===== src/design/oois_pkg.sv =====
`default_nettype none
package oois_pkg;

  // Sizes
  localparam int ROB_DEPTH   = 32;
  localparam int ROB_IW      = 5;
  localparam int ROB_CW      = 6;
  localparam int SCHED_DEPTH = 32;
  localparam int MAX_WIDTH   = 8;
  localparam int DSP_DEPTH   = 2 * MAX_WIDTH;
  localparam int DSP_IW      = 4;
  localparam int DSP_CW      = 5;
  localparam int NUM_REGS    = 128;
  localparam int REG_IW      = 7;
  localparam int RETIRE_MAX  = 32;
  localparam int CYC_W       = 32;
  localparam int TAG_W       = 16;
  localparam int NSTAMP      = 5;

  // Pipeline stage codes
  localparam logic [2:0] ST_IF = 3'd0;
  localparam logic [2:0] ST_ID = 3'd1;
  localparam logic [2:0] ST_IS = 3'd2;
  localparam logic [2:0] ST_EX = 3'd3;
  localparam logic [2:0] ST_WB = 3'd4;

  // Stamp slots
  localparam int SLOT_IF = 0;
  localparam int SLOT_ID = 1;
  localparam int SLOT_IS = 2;
  localparam int SLOT_EX = 3;
  localparam int SLOT_WB = 4;

  // Result kinds
  localparam logic [1:0] RK_FETCH_OK  = 2'd0;
  localparam logic [1:0] RK_FETCH_REF = 2'd1;
  localparam logic [1:0] RK_RETIRE    = 2'd2;
  localparam logic [1:0] RK_TICK      = 2'd3;

  // Config register indexes
  localparam logic [1:0] CFG_QUEUE_SIZE = 2'd0;
  localparam logic [1:0] CFG_WIDTH      = 2'd1;

  // Op types
  localparam logic [1:0] OP_LAT1 = 2'd0;
  localparam logic [1:0] OP_LAT2 = 2'd1;

  typedef struct packed {
    logic [TAG_W-1:0] tag;
    logic [1:0]       op;
    logic [7:0]       src1;
    logic [7:0]       src2;
    logic [7:0]       dest;
  } info_t;

  typedef struct packed {
    logic              info_we;
    logic [NSTAMP-1:0] stamp_we;
    logic [ROB_IW-1:0] addr;
    info_t             info;
    logic [CYC_W-1:0]  stamp;
  } rec_wr_t;

  typedef struct packed {
    logic [REG_IW-1:0] rd_addr;
    logic              set_en;
    logic [REG_IW-1:0] set_addr;
    logic [ROB_IW-1:0] set_owner;
    logic              clr_en;
    logic [REG_IW-1:0] clr_addr;
  } sb_req_t;

  function automatic logic [2:0] lat_of(input logic [1:0] op);
    logic [2:0] l;
    case (op)
      OP_LAT1: l = 3'd1;
      OP_LAT2: l = 3'd2;
      default: l = 3'd5;
    endcase
    return l;
  endfunction

  // register number in scoreboard range (negative values have bit 7 set)
  function automatic logic reg_ok(input logic [7:0] raw);
    return ~raw[7];
  endfunction

endpackage
`default_nettype wire


===== src/design/oois_scoreboard.sv =====
`default_nettype none
module oois_scoreboard
  import oois_pkg::*;
(
  input  wire logic              clk_i,
  input  wire logic              rst_ni,
  input  wire sb_req_t           req_i,
  output logic                   busy_rd_o,
  output logic [ROB_IW-1:0]      owner_rd_o
);

  logic [NUM_REGS-1:0] busy_q;
  logic [ROB_IW-1:0]   owner_mem [NUM_REGS];

  always_ff @(posedge clk_i or negedge rst_ni) begin
    if (!rst_ni) begin
      busy_q    <= '0;
      busy_rd_o <= 1'b0;
    end else begin
      busy_rd_o <= busy_q[req_i.rd_addr];
      if (req_i.set_en) begin
        busy_q[req_i.set_addr] <= 1'b1;
      end
      if (req_i.clr_en) begin
        busy_q[req_i.clr_addr] <= 1'b0;
      end
    end
  end

  // owner table: no reset, only read where busy
  always_ff @(posedge clk_i) begin
    if (req_i.set_en) begin
      owner_mem[req_i.set_addr] <= req_i.set_owner;
    end
    owner_rd_o <= owner_mem[req_i.rd_addr];
  end

endmodule
`default_nettype wire


===== config.mk =====
export PLATFORM = sky130hd
export DESIGN_NAME = oois_scoreboard
export DESIGN_NICKNAME = d
export VERILOG_FILES = /design/src/design/oois_pkg.sv /design/src/design/oois_scoreboard.sv
export SDC_FILE = /design/constraint.sdc
export NUM_CORES = 1
export LEC_CHECK = 0
export ABC_AREA = 0
export BUFFER_PORTS_ARGS = -buffer_cell sky130_fd_sc_hd__buf_4
export CORE_ASPECT_RATIO = 0.5
export CORE_MARGIN = 5
export CORE_UTILIZATION = 55
export CTS_CLUSTER_DIAMETER = 50
export DETAILED_ROUTE_END_ITERATION = 12
export PLACE_DENSITY = 0.82
export SETUP_SLACK_MARGIN = 0.02
export SLEW_MARGIN = 20
export SYNTH_ARGS = -nofsm -noshare
export SYNTH_HDL_FRONTEND = slang
export SYNTH_SLANG_ARGS = --single-unit

===== constraint.sdc =====
create_clock -name clk_i -period 6.5 [get_ports clk_i]
set_clock_uncertainty 0.1 [all_clocks]
set_input_delay 1.3 -clock clk_i [delete_from_list [all_inputs] [get_ports clk_i]]
set_output_delay 1.3 -clock clk_i [all_outputs]
set_load 0.05 [all_outputs]

Word-level counts from Yosys, hierarchy flattened
Memory sizes are Yosys's and may differ from the RTL's. A register that Yosys moved wholly into a read port is not among the register bits.
Index checks and enable logic that the tools add are counted.
W data, S select, Z words.
- register bits after elaboration: 129
- latch bits: 0
- bits in writable memories: 640
- bits in read-only memories: 0
- input bits: 30
- output and inout port bits: 6
- logic and storage cells: 23
- memories kept: 1
- $add $sub $neg: 0
- multipliers: 0
- divide/modulo/power cells: 0
- $lt $le $gt $ge: 5
- equality and inequality tests: 0
- shifts and indexed selects: 0
- muxes and demuxes: 10
- bitwise gates (word level): 3
- reductions and logical operators: 2
- memories (memory ; depth ; width ; read ports ; clocked after Yosys merged registers in ; wr ports ; line ; RTL):
    owner_mem ; 128 ; 5 ; 1 ; 1 ; 1 ; oois_scoreboard.sv:13 ; logic [ROB_IW-1:0] owner_mem [NUM_REGS];
- operators with widths (cell ; count):
    $mux W128 ; 2
    $and A128 B128 Y128 ; 1
    $not A128 Y128 ; 1
    $or A128 B128 Y128 ; 1
    $lt A7 B8 Y1 const B ; 3
    $demux W1 S7 ; 2
    $ge A7 B1 Y1 const B ; 2
    $bmux W1 S7 ; 1
    $mux W1 ; 5
    $logic_and A1 B1 Y1 ; 2

Longest topological paths before layout
Gate-level depths: netlist (run 1).
- depth after elaboration: 8
- mapped depth: 7
- gate-level depth less buffers: 4

Worst setup path after synthesis (run 1)
Ideal clock, no wire load.
- path type: in2reg
- from: input req_i[21] in the netlist's numbering
- to: register busy_rd_o
- arrival time: 3.668 ns
- setup slack: 2.607 ns
- stages on the path: 6
- path through: clkbuf_1 clkbuf_1 mux4_2 mux4_2 mux4_2 mux2_2
- word-level cells in the longest chain between the ends: 2
- RTL lines (element ; line ; RTL):
    from (decl) ; oois_scoreboard.sv:7 ; input wire sb_req_t req_i,
    $bmux W1 S7 ; oois_scoreboard.sv:20 ; busy_rd_o <= busy_q[req_i.rd_addr];
    $mux W1 (not written as such) ; oois_scoreboard.sv:20 ;
    to (signal assigned) ; oois_scoreboard.sv:20 ;
    to (decl) ; oois_scoreboard.sv:8 ; output logic busy_rd_o,
Every way passes these cells. The select of a mux whose other input is x is not followed.

==> Implementation_results.wiki, run 1 <==
{| class="wikitable"
! Metric !! Value
|-
| Peak supply drop || 0.191 mV
|-
| Avg Synthesized Cell Area || 21.0 um^2
|-
| Post-CTS Setup Bufs || 0
|-
| Ratio of final minimum period to clock period || approximately three fifths
|-
| Synthesized netlist cell count || approximately 1500
|-
| Net Count, Synth || about 1500
|-
| Share of the yosys chip area belonging to registers || 73.3%
|-
| Critical path origin || req_i[21]
|-
| Maximum number of buffers from clock root to sink || 3
|-
| CP Cell Sequence || buf_8 -> buf_4 -> mux4_2 -> mux4_2 -> mux4_2 -> mux2_2
|-
| Number of hold violations in the final report || 0
|-
| Maximum fanout count along the critical path || 70
|-
| Count of max-cap constraint violations || 0
|-
| Number of DRC violations after detailed routing || 0
|-
| Routed length on met2 || 36.0 mm
|-
| Class of the tightest hold or removal check || register to register
|-
| Reg-to-Reg Start || owner_mem[104][1]
|-
| Number of distinct standard cells referenced by the synthesized netlist || 32
|-
| Final setup vio count || 0
|-
| Commonest cells after routing, fill and taps aside || edfxtp_1 (640), mux4_2 (252), nor2_1 (141), dfrtp_1 (129), a2bb2oi_1 (88)
|-
| Global-route congestion overflow total || 0
|-
| Number of primary I/O pins || 36
|-
| Classification of the worst setup path || input port to register
|-
| Most common cell after layout, fill and taps aside || edfxtp_1
|-
| Detail Route Antenna Nets || 0
|-
| Post-synth EDFFs || 640
|-
| Setup slack, reg-to-reg || approximately 4 ns
|-
| Initial antenna violation count || 5
|-
| CTS root buf || clkbuf_16
|-
| Required @ worst endpoint || 6.87 ns
|-
| Post-synthesis register bit count || a little under 800
|-
| Via count of the first global-routing pass || 16698
|-
| Max Clock Freq || ~250 MHz
|-
| TritonCTS clock tree || built
|-
| Cell type with the highest aggregate area in the netlist || edfxtp_1
|-
| Post-layout minimum cycle time || approximately 4 ns
|-
| Die width || between 300 and 400 um
|-
| Hold Path Cell Cnt || 1
|-
| Transition time at the pin with the least slew margin || ~1.2 ns
|-
| Clock-pin slew of the registers on the worst-case setup and hold paths || 0.06 ns
|-
| Worst setup SP type || input port
|-
| First-pass GRT wire length || about 110 mm
|-
| Global router's overall resource usage || between 20% and 30%
|-
| Post-synth design cell area || about 0.03 mm^2
|-
| Quantity of I/O buffers inserted on ports || 35
|-
| Worst Hold Endpoint || busy_q[60]
|-
| Endpoint of the lowest-slack register-to-register path || owner_rd_o[1]
|-
| Total length of routed met3 wires || 9.74 mm
|-
| Routed metal-1 wire length || ~27 mm
|-
| Overall power after layout || around 10 mW
|-
| Largest net degree at the start of global routing || around 130
|-
| Clock Sink Count || between 700 and 800
|-
| Die area || around 0.06 mm^2
|-
| Initial core utilization || between 50% and 60%
|-
| Primary FF master, synth || edfxtp_1
|-
| Skew-Pair Late Insertion Delay || ~0.60 ns
|-
| Pwr Density || ~300 mW/mm^2
|-
| Number of cells traversed by the worst register-to-register path || 4
|-
| Status || finished, final reports clean
|-
| Setup tns final || 0 ns
|-
| CTS Hold Bufs || 0
|-
| DR WL/cell || 32.8 um
|-
| Detailed-router iteration count before antenna repair || 8
|-
| Half-perimeter wire length of the detailed placement result || approximately 46 mm
|-
| Max transition margin || 18.5%
|-
| Die Ht || 177 um
|-
| Std-Cell Rows || 61
|-
| Most frequent cell on the critical path || mux4_2
|-
| Post-synth top area share || a little over three fifths
|-
| Final routed wirelength across all metal layers || around 76 mm
|-
| Arrival time at the worst endpoint || 4.40 ns
|-
| Average vias per placed instance || roughly 7
|-
| Proportion of layout cells with a drive suffix above 1 || between 20% and 30%
|-
| Count of synthesis-stage warnings from yosys || 0
|-
| Filler cells || approximately 3600
|-
| Highest signal layer in the routed design || met5
|-
| Unrepaired setup endpoints after global routing || no
|-
| Number of vias after detailed routing || roughly 16000
|-
| Initial detailed-routing violation count || 2637
|-
| CTS H-tree depth || 3
|-
| Post-CTS resize count || 0
|-
| Area of the core region || about 0.055 mm^2
|-
| Highest cell delay on the worst timing path || about 0.6 ns
|-
| Most area-consuming cells after synthesis || edfxtp_1 (63%), mux4_2 (18%), dfrtp_1 (10%)
|-
| Number of buffers inserted during clock tree synthesis || 68
|-
| Diodes inserted || 0
|-
| Worst Setup End Kind || register
|-
| Origin of the worst min-delay path || busy_q[60]
|-
| Layout net count || approximately 1500
|-
| Layout Area Growth over Synthesis || 10.9%
|-
| Static power due to leakage || between 10 and 15 nW
|-
| Post-synth ARST share || between 10% and 20%
|-
| Final Max Slew Viols || 0
|-
| Global placement routability congestion || approximately 0.91
|-
| CP max stage cell || mux4_2
|}
critical path: cells and delay by family:
family,cells,cell delay [ns]
buffers and inverters,2,0.94
muxes,4,1.98
cells by family (layout without fill, tap and decap cells):
| kind of cell | after synthesis | count (layout) | share of synthesized area (%) |
|---|---|---|---|
| DFF | 774 | 774 | 73.3 |
| muxes | 258 | 258 | 18.7 |
| and+or+nand+nor | 221 | 221 | 3.22 |
| AOI/OAI and AO/OA | 128 | 128 | 3.61 |
| buffers and inverters | 86 | 186 | 1.17 |
flip-flops by register name, summed over array words and instances, names as in the netlist:
register / count
owner_rd_o: 5
owner_mem: 640
busy_rd_o: 1
busy_q: 128
synthesized netlist by cell type, types with 6 or more instances:
cell,instances
a2bb2oi_1,88
buf_1,9
buf_2,20
clkbuf_1,55
dfrtp_1,129
edfxtp_1,640
mux2_2,6
mux4_2,252
nand2_1,17
nand2b_1,7
nand3_1,13
nor2_1,144
nor2b_1,7
nor3_1,8
o22a_1,35
through the flow:
stage | area (um^2) | setup slack (ns) | cells | utilization (%) | hold slack [ns]
floorplan | 30700 | 2.61 | 1467 | - | 0.355
global placement | 31900 | 1.93 | 2201 | 57.6 | 0.366
detailed placement | 31900 | 1.88 | 2201 | 57.6 | 0.378
CTS | 34100 | 2.48 | 2323 | 61.5 | 0.387
global route | 34100 | 2.33 | 2323 | 61.5 | 0.406
finish | 34100 | 2.47 | 2323 | 61.5 | 0.388
layout make-up:
type	count	area [um^2]	share of cell area, %
Clock buffer	109	2030	5.96
Clock inverter	13	146	0.429
Multi-Input combinational cell	607	7880	23.1
Sequential cell	774	22500	66.1
Tap cell	756	946	2.77
Timing Repair Buffer	64	553	1.62
layer usage:
| layer | global-route usage [%] | vias up |
|---|---|---|
| met4 | 9.78 | 6 |
| li1 | - | 6253 |
| met5 | 0 | - |
| met2 | 39.6 | 1347 |
| met1 | 35.2 | 8325 |
| met3 | 7.82 | 276 |
worst max-delay path by stage:
| stage | end | cells past startpoint |
|---|---|---|
| finish | owner_rd_o[1] | 6 |
| global route | owner_rd_o[4] | 6 |
| CTS | owner_rd_o[3] | 6 |
| detailed placement | owner_rd_o[3] | 6 |
| global placement | owner_rd_o[3] | 6 |
| floorplan | busy_rd_o | 6 |
power by group:
group | leakage, nW | total, mW | internal (mW) | switching [mW]
Combinational | 2.56 | 0.746 | 0.335 | 0.411
Clock | 1.06 | 4.01 | 2.27 | 1.74
Sequential | 7.51 | 5.58 | 5.50 | 0.0782
Power figures use the tool's default switching activity.
==> run 2, diff against run 1 <==
--- a/config.mk
+++ b/config.mk
@@ -12,7 +12,7 @@
 export CORE_UTILIZATION = 55
 export CTS_CLUSTER_DIAMETER = 50
 export DETAILED_ROUTE_END_ITERATION = 12
-export PLACE_DENSITY = 0.82
+export PLACE_DENSITY = 0.85
 export SETUP_SLACK_MARGIN = 0.02
 export SLEW_MARGIN = 20
 export SYNTH_ARGS = -nofsm -noshare
==> constraint.sdc (replaced) <==
create_clock -name clk_i -period 3.55 [get_ports clk_i]
set_clock_uncertainty 0.1 [all_clocks]
set_input_delay 0.71 -clock clk_i [delete_from_list [all_inputs] [get_ports clk_i]]
set_output_delay 0.71 -clock clk_i [all_outputs]
set_load 0.05 [all_outputs]
==> run 2 against run 1 <==
  * Final area increased by 1.3%
  * Final cell count grew 1.7%
  * Power is 84% higher
  * Largest power group unchanged
==> Implementation_results.wiki, run 2 (same netlist as run 1, synthesis figures left out) <==
{| class="wikitable"
! Metric !! Value
|-
| Status || finished, final reports clean
|-
| Commonest cells after routing, fill and taps aside || edfxtp_1 (640), mux4_2 (252), nor2_1 (144), dfrtp_1 (129), a2bb2oi_1 (88)
|-
| Required @ worst endpoint || 3.95 ns
|-
| Fin util || about 62%
|-
| Setup tns final || 0 ns
|-
| Multi-input combinational cell area || between 0.007 and 0.008 mm^2
|-
| Maximum fanout count along the critical path || 15
|-
| Pwr Density || about 550 mW/mm^2
|-
| Static power due to leakage || 11.4 nW
|-
| Quantity of I/O buffers inserted on ports || 35
|-
| Number of DRC violations after detailed routing || 0
|-
| Initial antenna violation count || 1
|-
| Arrival time at the worst endpoint || 3.30 ns
|-
| Number of cells traversed by the worst register-to-register path || 4
|-
| Most common cell after layout, fill and taps aside || edfxtp_1
|-
| CTS H-tree depth || 3
|-
| Number of vias after detailed routing || 16824
|-
| Initial detailed-routing violation count || between 2000 and 3000
|-
| Reg-to-Reg Start || owner_mem[91][2]
|-
| Clock-pin slew of the registers on the worst-case setup and hold paths || 0.07 ns
|-
| Setup slack, reg-to-reg || 1.00 ns
|-
| Flip-flop and latch area || approximately 0.023 mm^2
|-
| Class of the tightest hold or removal check || input port to register
|-
| Max transition margin || 30.5%
|-
| Worst Setup End Kind || register
|-
| Via count of the first global-routing pass || roughly 17000
|-
| Global-route congestion overflow total || 0
|-
| Global router's overall resource usage || between 20% and 30%
|-
| Worst Hold Endpoint || owner_rd_o[1]
|-
| Post-detailed-placement cell area || 0.0324 mm^2
|-
| Filler cells || 3441
|-
| Proportion of layout cells with a drive suffix above 1 || 28.8%
|-
| Global placement routability congestion || approximately 0.9
|-
| Post-CTS Setup Bufs || 0
|-
| Die width || approximately 340 um
|-
| Clock Sink Count || between 700 and 800
|-
| Largest net degree at the start of global routing || between 100 and 150
|-
| Origin of the worst min-delay path || req_i[26]
|-
| Max Clock Freq || approximately 340 MHz
|-
| Final setup vio count || 0
|-
| Post-CTS resize count || 0
|-
| GRT Max-Usage Layer || met2
|-
| Number of buffers inserted during clock tree synthesis || ~70
|-
| Number of primary I/O pins || 36
|-
| First-pass GRT wire length || ~120 mm
|-
| Max FFs per register || 640
|-
| Ratio of final minimum period to clock period || between 80% and 90%
|-
| Die Ht || 177 um
|-
| Initial core utilization || ~55%
|-
| Detailed-router iteration count before antenna repair || 8
|-
| Endpoint of the lowest-slack register-to-register path || owner_rd_o[2]
|-
| Peak supply drop || ~0.31 mV
|-
| Half-perimeter wire length of the detailed placement result || around 47 mm
|-
| Number of hold violations in the final report || 0
|-
| Count of max-cap constraint violations || 0
|-
| Unrepaired setup endpoints after global routing || no
|-
| Final Max Slew Viols || 0
|-
| Worst setup SP type || input port
|-
| Post-route standard cell area excluding fillers || 0.0345 mm^2
|-
| Transition time at the pin with the least slew margin || between 1 and 1.5 ns
|-
| Largest regs || owner_mem (640), busy_q (128), owner_rd_o (5)
|-
| Layout net count || between 1500 and 2000
|-
| Area of the core region || between 0.05 and 0.06 mm^2
|-
| Fraction of met3 tracks used by global routing || between 7 and 8%
|-
| Die area || slightly above 0.06 mm^2
|-
| DR WL/cell || approximately 33 um
|-
| Met2 usage in global routing || about two fifths
|-
| Detail Route Antenna Nets || 0
|-
| Maximum number of buffers from clock root to sink || 3
|-
| Met1 global-route usage || around a third
|-
| Skew-Pair Late Insertion Delay || a little over 0.6 ns
|-
| Final routed wirelength across all metal layers || just under 80 mm
|-
| Post-layout minimum cycle time || a little under 3 ns
|-
| TritonCTS clock tree || built
|-
| Hold Path Cell Cnt || 2
|-
| Average vias per placed instance || 7.12
|-
| Std-Cell Rows || 61
|-
| Layout Area Growth over Synthesis || 12.3%
|-
| Register name with the most flops || owner_mem
|-
| Classification of the worst setup path || input port to register
|-
| CTS root buf || clkbuf_16
|}
## run 2: changes by cell type in the layout (fill, tap and decap cells not counted), moves of 3 or more
| cell | change |
|---|---|
| buf_4 | +21 |
| buf_12 | +17 |
| clkbuf_8 | -8 |
| clkinv_2 | +6 |
| buf_6 | -3 |
| clkbuf_1 | -3 |
| clkinv_1 | +3 |
| inv_6 | +3 |
| nor2_1 | +3 |
| nor2_2 | -3 |
## run 2: routing by layer
layer | vias up | wire (um)
li1 | 6308 | -
met1 | 8632 | 27100
met2 | 1544 | 37500
met3 | 338 | 10100
met4 | 2 | 4150
met5 | - | 7
## run 2: power by group
part           internal (mW)  switching, mW  total, mW
clock                   4.01           3.34       7.36
sequential              10.1          0.158       10.2
combinational          0.660          0.784       1.44
## run 2: how the worst max path moves through the flow
stage	from	endpoint	slack [ns]	cells after the start
2_1_floorplan	req_i[21]	busy_rd_o	0.25	6
3_3_place_gp	req_i[21]	owner_rd_o[1]	0.1	7
3_5_place_dp	req_i[21]	owner_rd_o[1]	0.08	7
4_1_cts	req_i[21]	owner_rd_o[1]	0.71	7
5_1_grt	req_i[21]	owner_rd_o[1]	0.64	7
6_report	req_i[21]	owner_rd_o[1]	0.65	7
## run 2: repair_timing
| item | in CTS | in global routing |
|---|---|---|
| setup endpoints to repair | 0 | 0 |
| hold endpoints to repair | 2 | 0 |
| hold buffers | 1 | 0 |
## run 2: area by class of cell
class	instances	area share [%]
diodes	1	0.00724
flip-flops and latches	774	65.3
multi-input cells	607	22.8
repair buffers	101	3.01
clock inverters	29	0.815
well taps	756	2.74
clock buffers	95	5.40
## run 2: stage by stage
stage | hold slack [ns] | total power, mW | instances | setup slack (ns)
2_1_floorplan | 0.314 | 11.2 | 1467 | 0.247
3_3_place_gp | 0.365 | 11.7 | 2237 | 0.0990
3_5_place_dp | 0.372 | 11.8 | 2237 | 0.0797
4_1_cts | 0.338 | 19.0 | 2362 | 0.711
5_1_grt | 0.350 | 19.5 | 2362 | 0.636
6_report | 0.363 | 19.0 | 2363 | 0.651
## run 2: worst max-delay path, cell delays in order
cell    delay, ns
buf_8        0.19
buf_12       0.23
buf_4        0.20
mux4_2       0.51
mux4_2       0.58
mux4_2       0.57
mux2_2       0.28
